`src/rtl/core/lgs_pkg.sv`:
```
package lgs_pkg;

    localparam int MAX_WIDTH  = 32;
    localparam int MAX_HEIGHT = 64;

    localparam int WIDTH_REG_W  = 6;
    localparam int HEIGHT_REG_W = 7;

    localparam int BOARD_WIDTH_RESET  = 20;
    localparam int BOARD_HEIGHT_RESET = 20;

    localparam int COL_W   = $clog2(MAX_WIDTH);
    localparam int HM1_W   = $clog2(MAX_HEIGHT);
    localparam int ROW_W   = $clog2(MAX_HEIGHT + 2);
    localparam int COUNT_W = 4;

    localparam int CFG_INDEX_W = 4;
    localparam int CFG_DATA_W  = 7;

    typedef enum logic [CFG_INDEX_W-1:0] {
        REG_BOARD_WIDTH  = CFG_INDEX_W'(0),
        REG_BOARD_HEIGHT = CFG_INDEX_W'(1)
    } cfg_reg_t;

    typedef struct packed {
        logic top_dead;
        logic bottom_dead;
        logic left_dead;
        logic right_dead;
        logic last_in_run;
        logic frame_end;
    } cell_info_t;

endpackage

```
`src/rtl/core/life_generation_stencil_unit.sv`:
```
// Streaming Life engine: cells of the current generation enter in raster order, one per
// cycle while s_ready is high; next-generation states leave in the same order. Two row
// buffers of one bit per column and a 3x3 window supply the neighborhood; cells outside
// the board count as dead. The result for a cell leaves after width+1 further cells have
// entered. It passes two register stages, window and output, before m_valid rises. The
// last cell of a frame starts a flush of width+1 dead cells through the same window
// pipeline, during which s_ready is low; the final result carries frame_end. A write to
// either board register restarts the frame, writes to other indexes are ignored, and the
// user must write configuration only while the block is idle; the block does not enforce it.
module life_generation_stencil_unit (
    input  logic                             aclk,
    input  logic                             aresetn,
    input  logic                             s_valid,
    output logic                             s_ready,
    input  logic                             s_cell_alive,
    output logic                             m_valid,
    input  logic                             m_ready,
    output logic                             m_next_alive,
    output logic                             m_last_in_run,
    output logic                             m_frame_end,
    input  logic                             cfg_valid,
    output logic                             cfg_ready,
    input  logic [lgs_pkg::CFG_INDEX_W-1:0]  cfg_index,
    input  logic [lgs_pkg::CFG_DATA_W-1:0]   cfg_data
);
    import lgs_pkg::*;

    logic [COL_W-1:0]      wm1_reg, wm1_next;
    logic [HM1_W-1:0]      hm1_reg, hm1_next;
    logic [COL_W-1:0]      col_reg, col_next;
    logic [ROW_W-1:0]      row_reg, row_next;
    logic                  flush_reg, flush_next;

    logic [MAX_WIDTH-1:0]  store_top_reg;
    logic [MAX_WIDTH-1:0]  store_mid_reg;

    logic [2:0][2:0]       win_reg, win_next;
    cell_info_t            info_reg, info_next;
    logic                  s1_valid_reg, s1_valid_next;

    logic                  out_valid_reg, out_valid_next;
    logic                  out_alive_reg, out_alive_next;
    logic                  out_last_reg, out_last_next;
    logic                  out_end_reg, out_end_next;

    logic                  cfg_accept;
    logic                  cfg_restart;
    logic                  out_load;
    logic                  step_ready;
    logic                  in_accept;
    logic                  step;
    logic                  in_bit;
    logic                  top_bit;
    logic                  mid_bit;
    logic                  is_last_real;
    logic                  is_final;
    logic [COL_W-1:0]      kc;
    logic [ROW_W-1:0]      kr;
    logic                  centre_ok;
    logic [WIDTH_REG_W-1:0]  width_raw;
    logic [HEIGHT_REG_W-1:0] height_raw;
    logic [COUNT_W-1:0]    count;
    logic                  dead;

    assign cfg_ready   = 1'b1;
    assign cfg_accept  = cfg_valid && cfg_ready;
    assign cfg_restart = cfg_accept &&
                         (cfg_index == REG_BOARD_WIDTH || cfg_index == REG_BOARD_HEIGHT);

    assign out_load   = !out_valid_reg || m_ready;
    assign step_ready = !s1_valid_reg || out_load;
    assign s_ready    = step_ready && !flush_reg;
    assign in_accept  = s_valid && s_ready;
    assign step       = in_accept || (flush_reg && step_ready);

    assign in_bit  = flush_reg ? 1'b0 : s_cell_alive;
    assign top_bit = store_top_reg[col_reg];
    assign mid_bit = store_mid_reg[col_reg];

    assign m_valid       = out_valid_reg;
    assign m_next_alive  = out_alive_reg;
    assign m_last_in_run = out_last_reg;
    assign m_frame_end   = out_end_reg;

    always_comb begin
        width_raw  = cfg_data[WIDTH_REG_W-1:0];
        height_raw = cfg_data[HEIGHT_REG_W-1:0];
        wm1_next   = wm1_reg;
        hm1_next   = hm1_reg;
        if (cfg_accept) begin
            case (cfg_index)
                REG_BOARD_WIDTH: begin
                    if (width_raw == '0) begin
                        wm1_next = '0;
                    end else if (width_raw > WIDTH_REG_W'(MAX_WIDTH)) begin
                        wm1_next = COL_W'(MAX_WIDTH - 1);
                    end else begin
                        wm1_next = COL_W'(width_raw - WIDTH_REG_W'(1));
                    end
                end
                REG_BOARD_HEIGHT: begin
                    if (height_raw == '0) begin
                        hm1_next = '0;
                    end else if (height_raw > HEIGHT_REG_W'(MAX_HEIGHT)) begin
                        hm1_next = HM1_W'(MAX_HEIGHT - 1);
                    end else begin
                        hm1_next = HM1_W'(height_raw - HEIGHT_REG_W'(1));
                    end
                end
                default: begin
                end
            endcase
        end
    end

    always_comb begin
        is_last_real = !flush_reg && (row_reg == ROW_W'(hm1_reg)) && (col_reg == wm1_reg);
        is_final     = flush_reg && (row_reg == ROW_W'(hm1_reg) + ROW_W'(2));

        if (col_reg == '0) begin
            kc        = wm1_reg;
            kr        = row_reg - ROW_W'(2);
            centre_ok = row_reg >= ROW_W'(2);
        end else begin
            kc        = col_reg - COL_W'(1);
            kr        = row_reg - ROW_W'(1);
            centre_ok = row_reg >= ROW_W'(1);
        end

        col_next   = col_reg;
        row_next   = row_reg;
        flush_next = flush_reg;
        if (cfg_restart) begin
            col_next   = '0;
            row_next   = '0;
            flush_next = 1'b0;
        end else if (step) begin
            if (is_final) begin
                col_next   = '0;
                row_next   = '0;
                flush_next = 1'b0;
            end else begin
                if (col_reg == wm1_reg) begin
                    col_next = '0;
                    row_next = row_reg + ROW_W'(1);
                end else begin
                    col_next = col_reg + COL_W'(1);
                end
                if (is_last_real) begin
                    flush_next = 1'b1;
                end
            end
        end

        win_next      = win_reg;
        info_next     = info_reg;
        s1_valid_next = s1_valid_reg;
        if (step) begin
            win_next[0]           = win_reg[1];
            win_next[1]           = win_reg[2];
            win_next[2]           = {in_bit, mid_bit, top_bit};
            info_next.top_dead    = (kr == '0);
            info_next.bottom_dead = (kr == ROW_W'(hm1_reg));
            info_next.left_dead   = (kc == '0);
            info_next.right_dead  = (kc == wm1_reg);
            info_next.last_in_run = is_final || !(flush_reg || is_last_real);
            info_next.frame_end   = is_final;
            s1_valid_next         = centre_ok;
        end else if (out_load) begin
            s1_valid_next = 1'b0;
        end
    end

    always_comb begin
        count = '0;
        dead  = 1'b0;
        for (int j = 0; j < 3; j++) begin
            for (int i = 0; i < 3; i++) begin
                dead = (i == 0 && info_reg.top_dead) || (i == 2 && info_reg.bottom_dead) ||
                       (j == 0 && info_reg.left_dead) || (j == 2 && info_reg.right_dead);
                if (!(i == 1 && j == 1) && !dead) begin
                    count = count + COUNT_W'(win_reg[j][i]);
                end
            end
        end

        out_valid_next = out_valid_reg;
        out_alive_next = out_alive_reg;
        out_last_next  = out_last_reg;
        out_end_next   = out_end_reg;
        if (out_load) begin
            out_valid_next = s1_valid_reg;
            out_alive_next = (count == COUNT_W'(3)) ||
                             (win_reg[1][1] && (count == COUNT_W'(2)));
            out_last_next  = info_reg.last_in_run;
            out_end_next   = info_reg.frame_end;
        end
    end

    always_ff @(posedge aclk) begin
        if (step) begin
            store_mid_reg[col_reg] <= in_bit;
            store_top_reg[col_reg] <= mid_bit;
        end
    end

    always_ff @(posedge aclk) begin
        if (!aresetn) begin
            wm1_reg       <= COL_W'(BOARD_WIDTH_RESET - 1);
            hm1_reg       <= HM1_W'(BOARD_HEIGHT_RESET - 1);
            col_reg       <= '0;
            row_reg       <= '0;
            flush_reg     <= 1'b0;
            win_reg       <= '0;
            s1_valid_reg  <= 1'b0;
            out_valid_reg <= 1'b0;
        end else begin
            wm1_reg       <= wm1_next;
            hm1_reg       <= hm1_next;
            col_reg       <= col_next;
            row_reg       <= row_next;
            flush_reg     <= flush_next;
            win_reg       <= win_next;
            s1_valid_reg  <= s1_valid_next;
            out_valid_reg <= out_valid_next;
        end
    end

    always_ff @(posedge aclk) begin
        info_reg      <= info_next;
        out_alive_reg <= out_alive_next;
        out_last_reg  <= out_last_next;
        out_end_reg   <= out_end_next;
    end

endmodule
```
`config.mk`:
```
export PLATFORM = sky130hd
export DESIGN_NAME = life_generation_stencil_unit
export DESIGN_NICKNAME = d
export VERILOG_FILES = /design/src/rtl/core/lgs_pkg.sv /design/src/rtl/core/life_generation_stencil_unit.sv
export SDC_FILE = /design/constraint.sdc
export NUM_CORES = 1
export LEC_CHECK = 0
export ABC_AREA = 1
export BUFFER_PORTS_ARGS = -buffer_cell sky130_fd_sc_hd__buf_2
export CAP_MARGIN = 20
export CORE_MARGIN = 4
export CORE_UTILIZATION = 49
export DETAILED_ROUTE_END_ITERATION = 8
export GPL_TIMING_DRIVEN = 1
export PLACE_DENSITY = 0.68
export SLEW_MARGIN = 20
export SYNTH_ARGS = -nofsm -noshare
export SYNTH_HDL_FRONTEND = slang
export SYNTH_SLANG_ARGS = --single-unit
```
`constraint.sdc`:
```
create_clock -name aclk -period 5.3 [get_ports aclk]
set_input_delay 1.06 -clock aclk [delete_from_list [all_inputs] [get_ports aclk]]
set_output_delay 1.06 -clock aclk [all_outputs]
set_load 0.005 [all_outputs]
```
==> impl_results.rst, run 1 <==
.. list-table::
   :header-rows: 1

   * - Metric
     - Value
   * - Number of remaining DRC errors
     - 0
   * - Outcome
     - finished, final reports clean
   * - CTS tree
     - yes
   * - Critical path endpoint category
     - register
   * - Post-Place Worst Slack
     - 0.06796 ns
   * - Count of final hold-check violations
     - 0
   * - Mean cell area of the mapped netlist
     - 8.466 um^2
   * - Die X
     - 120.2 um
   * - Share of the cycle needed by the critical path after routing
     - 0.9533
   * - Routability congestion estimate from global placement
     - 0.8926
   * - Global-route wire length before repair
     - 22830 um
   * - Power share of the combinational group
     - 0.124
   * - Register area share after synthesis
     - 0.4693
   * - Net Sw Frac
     - 0.2634
   * - Core Region
     - 12160 um^2
   * - # nets final
     - 785
   * - Final total negative setup slack
     - 0 ns
   * - Cell accounting for the most synthesized area
     - sky130_fd_sc_hd__edfxtp_1
   * - WL per Instance
     - 15.04 um
   * - Overflow after GRT
     - 0
   * - Pins over their slew limit
     - 0
   * - Final routed wirelength across all metal layers
     - 13750 um
   * - Number of hold-repair buffers added at the cts stage
     - 0
   * - Clock Power Share
     - 0.351
   * - Lkg Pwr
     - 2.656 nW
   * - Area occupied by multi-input gates
     - 2845 um^2
   * - Most instantiated cells after synthesis
     - sky130_fd_sc_hd__nand2_1 (122), sky130_fd_sc_hd__nor2_1 (117), sky130_fd_sc_hd__inv_1 (74), sky130_fd_sc_hd__edfxtp_1 (73), sky130_fd_sc_hd__o21ai_0 (57)
   * - Post-synth cell types
     - 48
   * - Io pins
     - 23
   * - Most used DFF post-synth
     - sky130_fd_sc_hd__edfxtp_1
   * - Register share of total power
     - 0.525
   * - Number of antenna violations at the first check in global routing
     - 0
   * - Overall die height
     - 120.2 um
   * - DP Cell Count
     - 895
   * - Number of global-route vias before repair
     - 4750
   * - Clock Skew
     - 0.01037 ns
   * - Largest buffer count on any clock path
     - 2
   * - Slowest cell on crit path
     - sky130_fd_sc_hd__edfxtp_1
   * - Antenna cells
     - 0
   * - Critical path buffers and inverters
     - 7
   * - Cell count after synthesis
     - 728
   * - Worst rel slew slack
     - 0.4694
   * - Transition at the pin with the smallest max-transition slack
     - 0.7948 ns
   * - Fraction of synthesized cell area taken by the top area cell type
     - 0.3557
   * - Total standard cell area after synthesis
     - 6163 um^2
   * - Largest cells by area after synthesis
     - sky130_fd_sc_hd__edfxtp_1 (36%), sky130_fd_sc_hd__dfxtp_1 (11%), sky130_fd_sc_hd__nand2_1 (7.4%), sky130_fd_sc_hd__nor2_1 (7.1%), sky130_fd_sc_hd__ha_1 (5.5%)
   * - Largest net degree at the start of global routing
     - 39
   * - Number of buffers inserted during clock tree synthesis
     - 9
   * - Number of storage elements in the synthesis netlist
     - 108
   * - Fraction of synthesis flops using an asynchronous set or reset pin
     - 0
   * - Gate family responsible for the most delay along the worst path
     - adder cells
   * - Worst Slack Setup Final
     - 0.2474 ns
   * - Largest fanout on the critical path
     - 3
   * - Arrival time of data at the critical path endpoint
     - 5.17 ns
   * - First-pass DRT Iterations
     - 5
   * - Max-Cap Viols
     - 0
   * - Kind of launch point of the worst setup path
     - register
   * - Fin cells
     - 914
   * - Number of setup violations in the final report
     - 0
   * - Worst setup path category
     - register to register
   * - Highest Clock Rate
     - 197.9 MHz
   * - Path class of the lowest-slack min-delay path
     - register to register
   * - Detailed Route Iter0 Violations
     - 391
   * - Overall fraction of global-route tracks in use
     - 0.1969
   * - Clk Tree Root Cell
     - sky130_fd_sc_hd__clkbuf_16
   * - Overall power after layout
     - 1.795 mW
   * - Number of standard-cell rows in the floorplan
     - 40
   * - Initial core utilization
     - 0.5068
   * - DIE AREA
     - 14440 um^2
   * - Syn-to-layout area delta
     - 8.323%
   * - Largest stage delay on the critical path
     - 0.40 ns
   * - Most frequently used cell type in the post-synthesis netlist
     - sky130_fd_sc_hd__nand2_1
   * - EDFF count, synth
     - 73
   * - Power density of the placed cells
     - 268.8 nW/um^2
   * - Mean number of vias per cell
     - 5.404
   * - H-Tree Level Count
     - 3
   * - Layout cell share with drive strength beyond 1
     - 0.1233
   * - Number of buffers added on ports
     - 21
   * - Count of vias placed by the detailed router
     - 4939
   * - Num Clock Sinks
     - 108
   * - Maximum vdd drop
     - 0.2620 mV
   * - Half-perimeter wire length of the detailed placement result
     - 9513 um
   * - P_int
     - 1.322 mW
   * - Clock latency at the later pin of the worst-skew pair
     - 0.36 ns
   * - Clock-pin slew reported for the worst setup and hold paths after clock tree synthesis
     - 0.07 ns
   * - Syn. warnings
     - 0
   * - Switching pwr
     - 0.4728 mW
   * - Fill cell count
     - 1105
   * - Total nets after synthesis
     - 772
   * - Final min period
     - 5.053 ns
   * - WP data required
     - 5.42 ns
   * - Combined flip-flop and latch cell area
     - 2893 um^2
   * - Antenna-violating nets left
     - 0
power groups by stage:
| stage | combinational, mW | clock, mW | sequential, mW |
|---|---|---|---|
| floorplan | 0.166 | 0 | 0.954 |
| global placement | 0.210 | 0 | 0.960 |
| detailed placement | 0.216 | 0 | 0.961 |
| CTS | 0.218 | 0.639 | 0.942 |
| global route | 0.253 | 0.674 | 0.944 |
| finish | 0.222 | 0.630 | 0.942 |
metal layers:
layer  vias to the layer above  track usage  routed length, um
met5                         -            0                  0
met4                         0      0.05655                195
met3                        16      0.03864                716
met2                       124       0.3361               6717
met1                      2336       0.2542               6119
li1                       2463            -                  -
placed cells by master (no fill, tap or decap), drive strengths merged:
cell type,n
dfxtp,35
a22oi,2
edfxtp,73
o22ai,19
nand4,17
nand3b,3
o211ai,2
clkbuf,11
buf,27
a32o,1
nand3,35
xor2,14
a211oi,1
nor3,9
and3,1
o31ai,1
nor2,122
nor4,3
and2,1
xnor2,15
a21oi,28
a31oi,2
o211a,1
conb,1
nand2,133
ha,27
a2111oi,1
o21ai,62
nor3b,1
inv,85
clkinv,3
or2,10
what timing repair did:
| item | in CTS | in global routing |
|---|---|---|
| endpoints found under the setup margin | 0 | 1 |
| resized for setup | 0 | 8 |
| buffers inserted | 0 | 3 |
worst reg2reg max path: cells and delay by family (launching register included):
family	cells	cell delay [ns]
compound gates	1	0.12
fa+ha+maj	8	2.10
buf+inv	7	0.45
flops	1	0.40
simple gates	16	1.75
per-stage QoR:
stage,hold slack (ns),area [um^2],utilization
after floorplan,0.4003,6163,-
after CTS,0.4404,6616,0.5440
after global routing,0.4471,6676,0.5490
after detailed placement,0.4241,6350,0.5221
final,0.4413,6676,0.5490
after global placement,0.4125,6350,0.5221
cell families after synthesis:
| kind of cell | Yosys count | share of synthesized area |
|---|---|---|
| and+or+nand+nor | 335 | 0.2434 |
| other | 1 | 0.0006084 |
| adders and majority gates | 27 | 0.05481 |
| AOI/OAI and AO/OA | 120 | 0.1096 |
| buffers and inverters | 108 | 0.07552 |
| DFF | 108 | 0.4693 |
| xor gates and xnor gates | 29 | 0.04669 |
final timing paths:
check / startpoint / end / slack, ns / cells after the start
max: info_reg[5] / m_next_alive / 0.25 / 32
min: info_reg[1] / m_last_in_run / 0.44 / 0
max reg2reg: info_reg[5] / m_next_alive / 0.25 / 32
min reg2reg: info_reg[1] / m_last_in_run / 0.44 / 0
cell type report:
type,count,area share
multi-input combinational,512,0.4262
sequential,108,0.4333
inverter,83,0.04666
clock inverter,5,0.005060
tap,168,0.03148
timing repair buffer,27,0.02249
clock buffer,11,0.03486
No activity file was read; power rests on OpenSTA's default activity.
==> run 2: changes to the inputs <==
--- a/config.mk
+++ b/config.mk
@@ -9,10 +9,10 @@
 export BUFFER_PORTS_ARGS = -buffer_cell sky130_fd_sc_hd__buf_2
 export CAP_MARGIN = 20
 export CORE_MARGIN = 4
-export CORE_UTILIZATION = 49
+export CORE_UTILIZATION = 56
 export DETAILED_ROUTE_END_ITERATION = 8
 export GPL_TIMING_DRIVEN = 1
-export PLACE_DENSITY = 0.68
+export PLACE_DENSITY = 0.76
 export SLEW_MARGIN = 20
 export SYNTH_ARGS = -nofsm -noshare
 export SYNTH_HDL_FRONTEND = slang
==> run 2 against run 1 <==
Effect of this change: utilization is 5.7 points higher; clock skew is 0.0068 ns higher; global-route usage is 2.1 points higher; total power is 8.7% lower; clock power is 25% lower; sequential cell count stayed put; register-to-register slack better by 0.05 ns; cell count is 3.1% lower; design area is 2.1% lower; via count is 0.12% higher.
==> impl_results.rst, run 2 (same netlist as run 1, synthesis figures left out) <==
.. list-table::
   :header-rows: 1

   * - Metric
     - Value
   * - Slowest cell on crit path
     - sky130_fd_sc_hd__edfxtp_1
   * - Syn-to-layout area delta
     - 6.050%
   * - Count of vias placed by the detailed router
     - 4945
   * - Post-Place Worst Slack
     - 0.007387 ns
   * - Clock latency at the later pin of the worst-skew pair
     - 0.39 ns
   * - Lkg Pwr
     - 2.624 nW
   * - Layout cell share with drive strength beyond 1
     - 0.1220
   * - H-Tree Level Count
     - 3
   * - Number of hold-repair buffers added at the cts stage
     - 0
   * - Final min period
     - 5.003 ns
   * - Critical path buffers and inverters
     - 7
   * - Largest fanout on the critical path
     - 3
   * - CTS tree
     - yes
   * - Setup repair after global routing missed its margin
     - false
   * - # nets final
     - 785
   * - Critical path endpoint category
     - register
   * - Clk Tree Root Cell
     - sky130_fd_sc_hd__clkbuf_8
   * - Half-perimeter wire length of the detailed placement result
     - 9318 um
   * - WL per Instance
     - 14.90 um
   * - Overflow after GRT
     - 0
   * - Number of standard-cell rows in the floorplan
     - 38
   * - Top library cells by usage in the layout, fill and taps aside
     - sky130_fd_sc_hd__nand2_1 (119), sky130_fd_sc_hd__nor2_1 (115), sky130_fd_sc_hd__inv_1 (74)
   * - Clock Skew
     - 0.01719 ns
   * - Count of final hold-check violations
     - 0
   * - Transition at the pin with the smallest max-transition slack
     - 0.7407 ns
   * - Worst rel slew slack
     - 0.5055
   * - Arrival time of data at the critical path endpoint
     - 5.16 ns
   * - Global-route wire length before repair
     - 22300 um
   * - Highest Clock Rate
     - 199.9 MHz
   * - Antenna cells
     - 0
   * - Largest stage delay on the critical path
     - 0.41 ns
   * - Worst Slack Setup Final
     - 0.2974 ns
   * - Routability congestion estimate from global placement
     - 0.9219
   * - Mean number of vias per cell
     - 5.581
   * - Overall die height
     - 112.9 um
   * - DIE AREA
     - 12750 um^2
   * - WP data required
     - 5.46 ns
   * - Most common cell after layout, fill and taps aside
     - sky130_fd_sc_hd__nand2_1
   * - Final routed wirelength across all metal layers
     - 13200 um
   * - Overall power after layout
     - 1.639 mW
   * - Io pins
     - 23
   * - Largest net degree at the start of global routing
     - 39
   * - Cell repeated most along the worst path
     - sky130_fd_sc_hd__ha_1
   * - Clock-pin slew reported for the worst setup and hold paths after clock tree synthesis
     - 0.10 ns
   * - Gate family responsible for the most delay along the worst path
     - adder cells
   * - Num Clock Sinks
     - 108
   * - Number of antenna violations at the first check in global routing
     - 0
   * - Number of buffers added on ports
     - 21
   * - Path class of the lowest-slack min-delay path
     - register to register
   * - Number of buffers inserted during clock tree synthesis
     - 9
   * - Initial core utilization
     - 0.5711
   * - Final total negative setup slack
     - 0 ns
   * - Overall fraction of global-route tracks in use
     - 0.2175
   * - Pins over their slew limit
     - 0
   * - Post-route cell area
     - 6536 um^2
   * - Outcome
     - finished, final reports clean
   * - Largest buffer count on any clock path
     - 2
   * - Kind of launch point of the worst setup path
     - register
   * - Worst setup path category
     - register to register
   * - Share of the cycle needed by the critical path after routing
     - 0.9439
   * - Core Region
     - 10790 um^2
   * - First-pass DRT Iterations
     - 6
   * - Detailed Route Iter0 Violations
     - 528
   * - Number of remaining DRC errors
     - 0
   * - Maximum vdd drop
     - 0.2974 mV
   * - Max-Cap Viols
     - 0
   * - Antenna-violating nets left
     - 0
   * - Power density of the placed cells
     - 250.8 nW/um^2
   * - Number of global-route vias before repair
     - 4732
   * - Number of setup violations in the final report
     - 0
   * - Placed Area
     - 6312 um^2
   * - Die X
     - 112.9 um
-- run 2: cell count changes in the layout (fill, tap and decap cells not counted), sizes merged --
cell / before / now
clkinv: 3 / 0
inv: 85 / 87
clkinvlp: 0 / 1
-- run 2: path summary, 6_finish.rpt --
path               start      endpoint  slack (ns)  depth (start not counted)
max          info_reg[5]  m_next_alive        0.30                         32
min          info_reg[0]   m_frame_end        0.44                          0
max reg2reg  info_reg[5]  m_next_alive        0.30                         32
min reg2reg  info_reg[0]   m_frame_end        0.44                          0
-- run 2: worst reg2reg max path: cells and delay by family (launching register included) --
kind                     cells  cell delay, ns
AND/OR/NAND/NOR             16            1.84
buffers and inverters        7            0.39
adder cells (fa/ha/maj)      8            2.06
flip-flops                   1            0.41
AO/OA/AOI/OAI                1            0.07
-- run 2: report_power, final --
| part | switching (mW) | total, mW | leakage, nW | internal [mW] |
|---|---|---|---|---|
| clock network | 0.295 | 0.475 | 0.0869 | 0.180 |
| registers | 0.0163 | 0.941 | 0.951 | 0.925 |
| logic | 0.145 | 0.223 | 1.59 | 0.0775 |
-- run 2: timing repair --
item | in CTS | in global routing
pin swaps | 0 | 9
setup buffers | 0 | 4
gates resized for setup | 1 | 6
endpoints found under the hold margin | 0 | 0
gates cloned | 0 | 0
endpoints found under the setup margin | 1 | 1
-- run 2: per-layer routing --
layer | wire length [um] | vias to the layer above | global-route usage | part of all wire
met1 | 5817 | 2343 | 0.2907 | 0.44
met5 | 0 | - | 0 | 0
met2 | 6416 | 124 | 0.3535 | 0.49
met3 | 707 | 24 | 0.05134 | 0.054
met4 | 259 | 0 | 0.06651 | 0.020
li1 | - | 2454 | - | -
-- run 2: layout make-up --
type	instances	area, um^2
multi-input cells	512	2830
well taps	140	175.2
clock inverters	5	45.04
clock buffers	11	131.4
fillers	941	4257
repair buffers	27	150.1
inverters	83	311.5
flip-flops and latches	108	2893
-- run 2: stage by stage --
step / hold WS (ns) / instances / util
2_1_floorplan: 0.4003 / 728 / -
3_3_place_gp: 0.4204 / 866 / 0.5844
3_5_place_dp: 0.4210 / 866 / 0.5849
4_1_cts: 0.4455 / 882 / 0.6014
5_1_grt: 0.4469 / 886 / 0.6056
6_report: 0.4407 / 886 / 0.6056
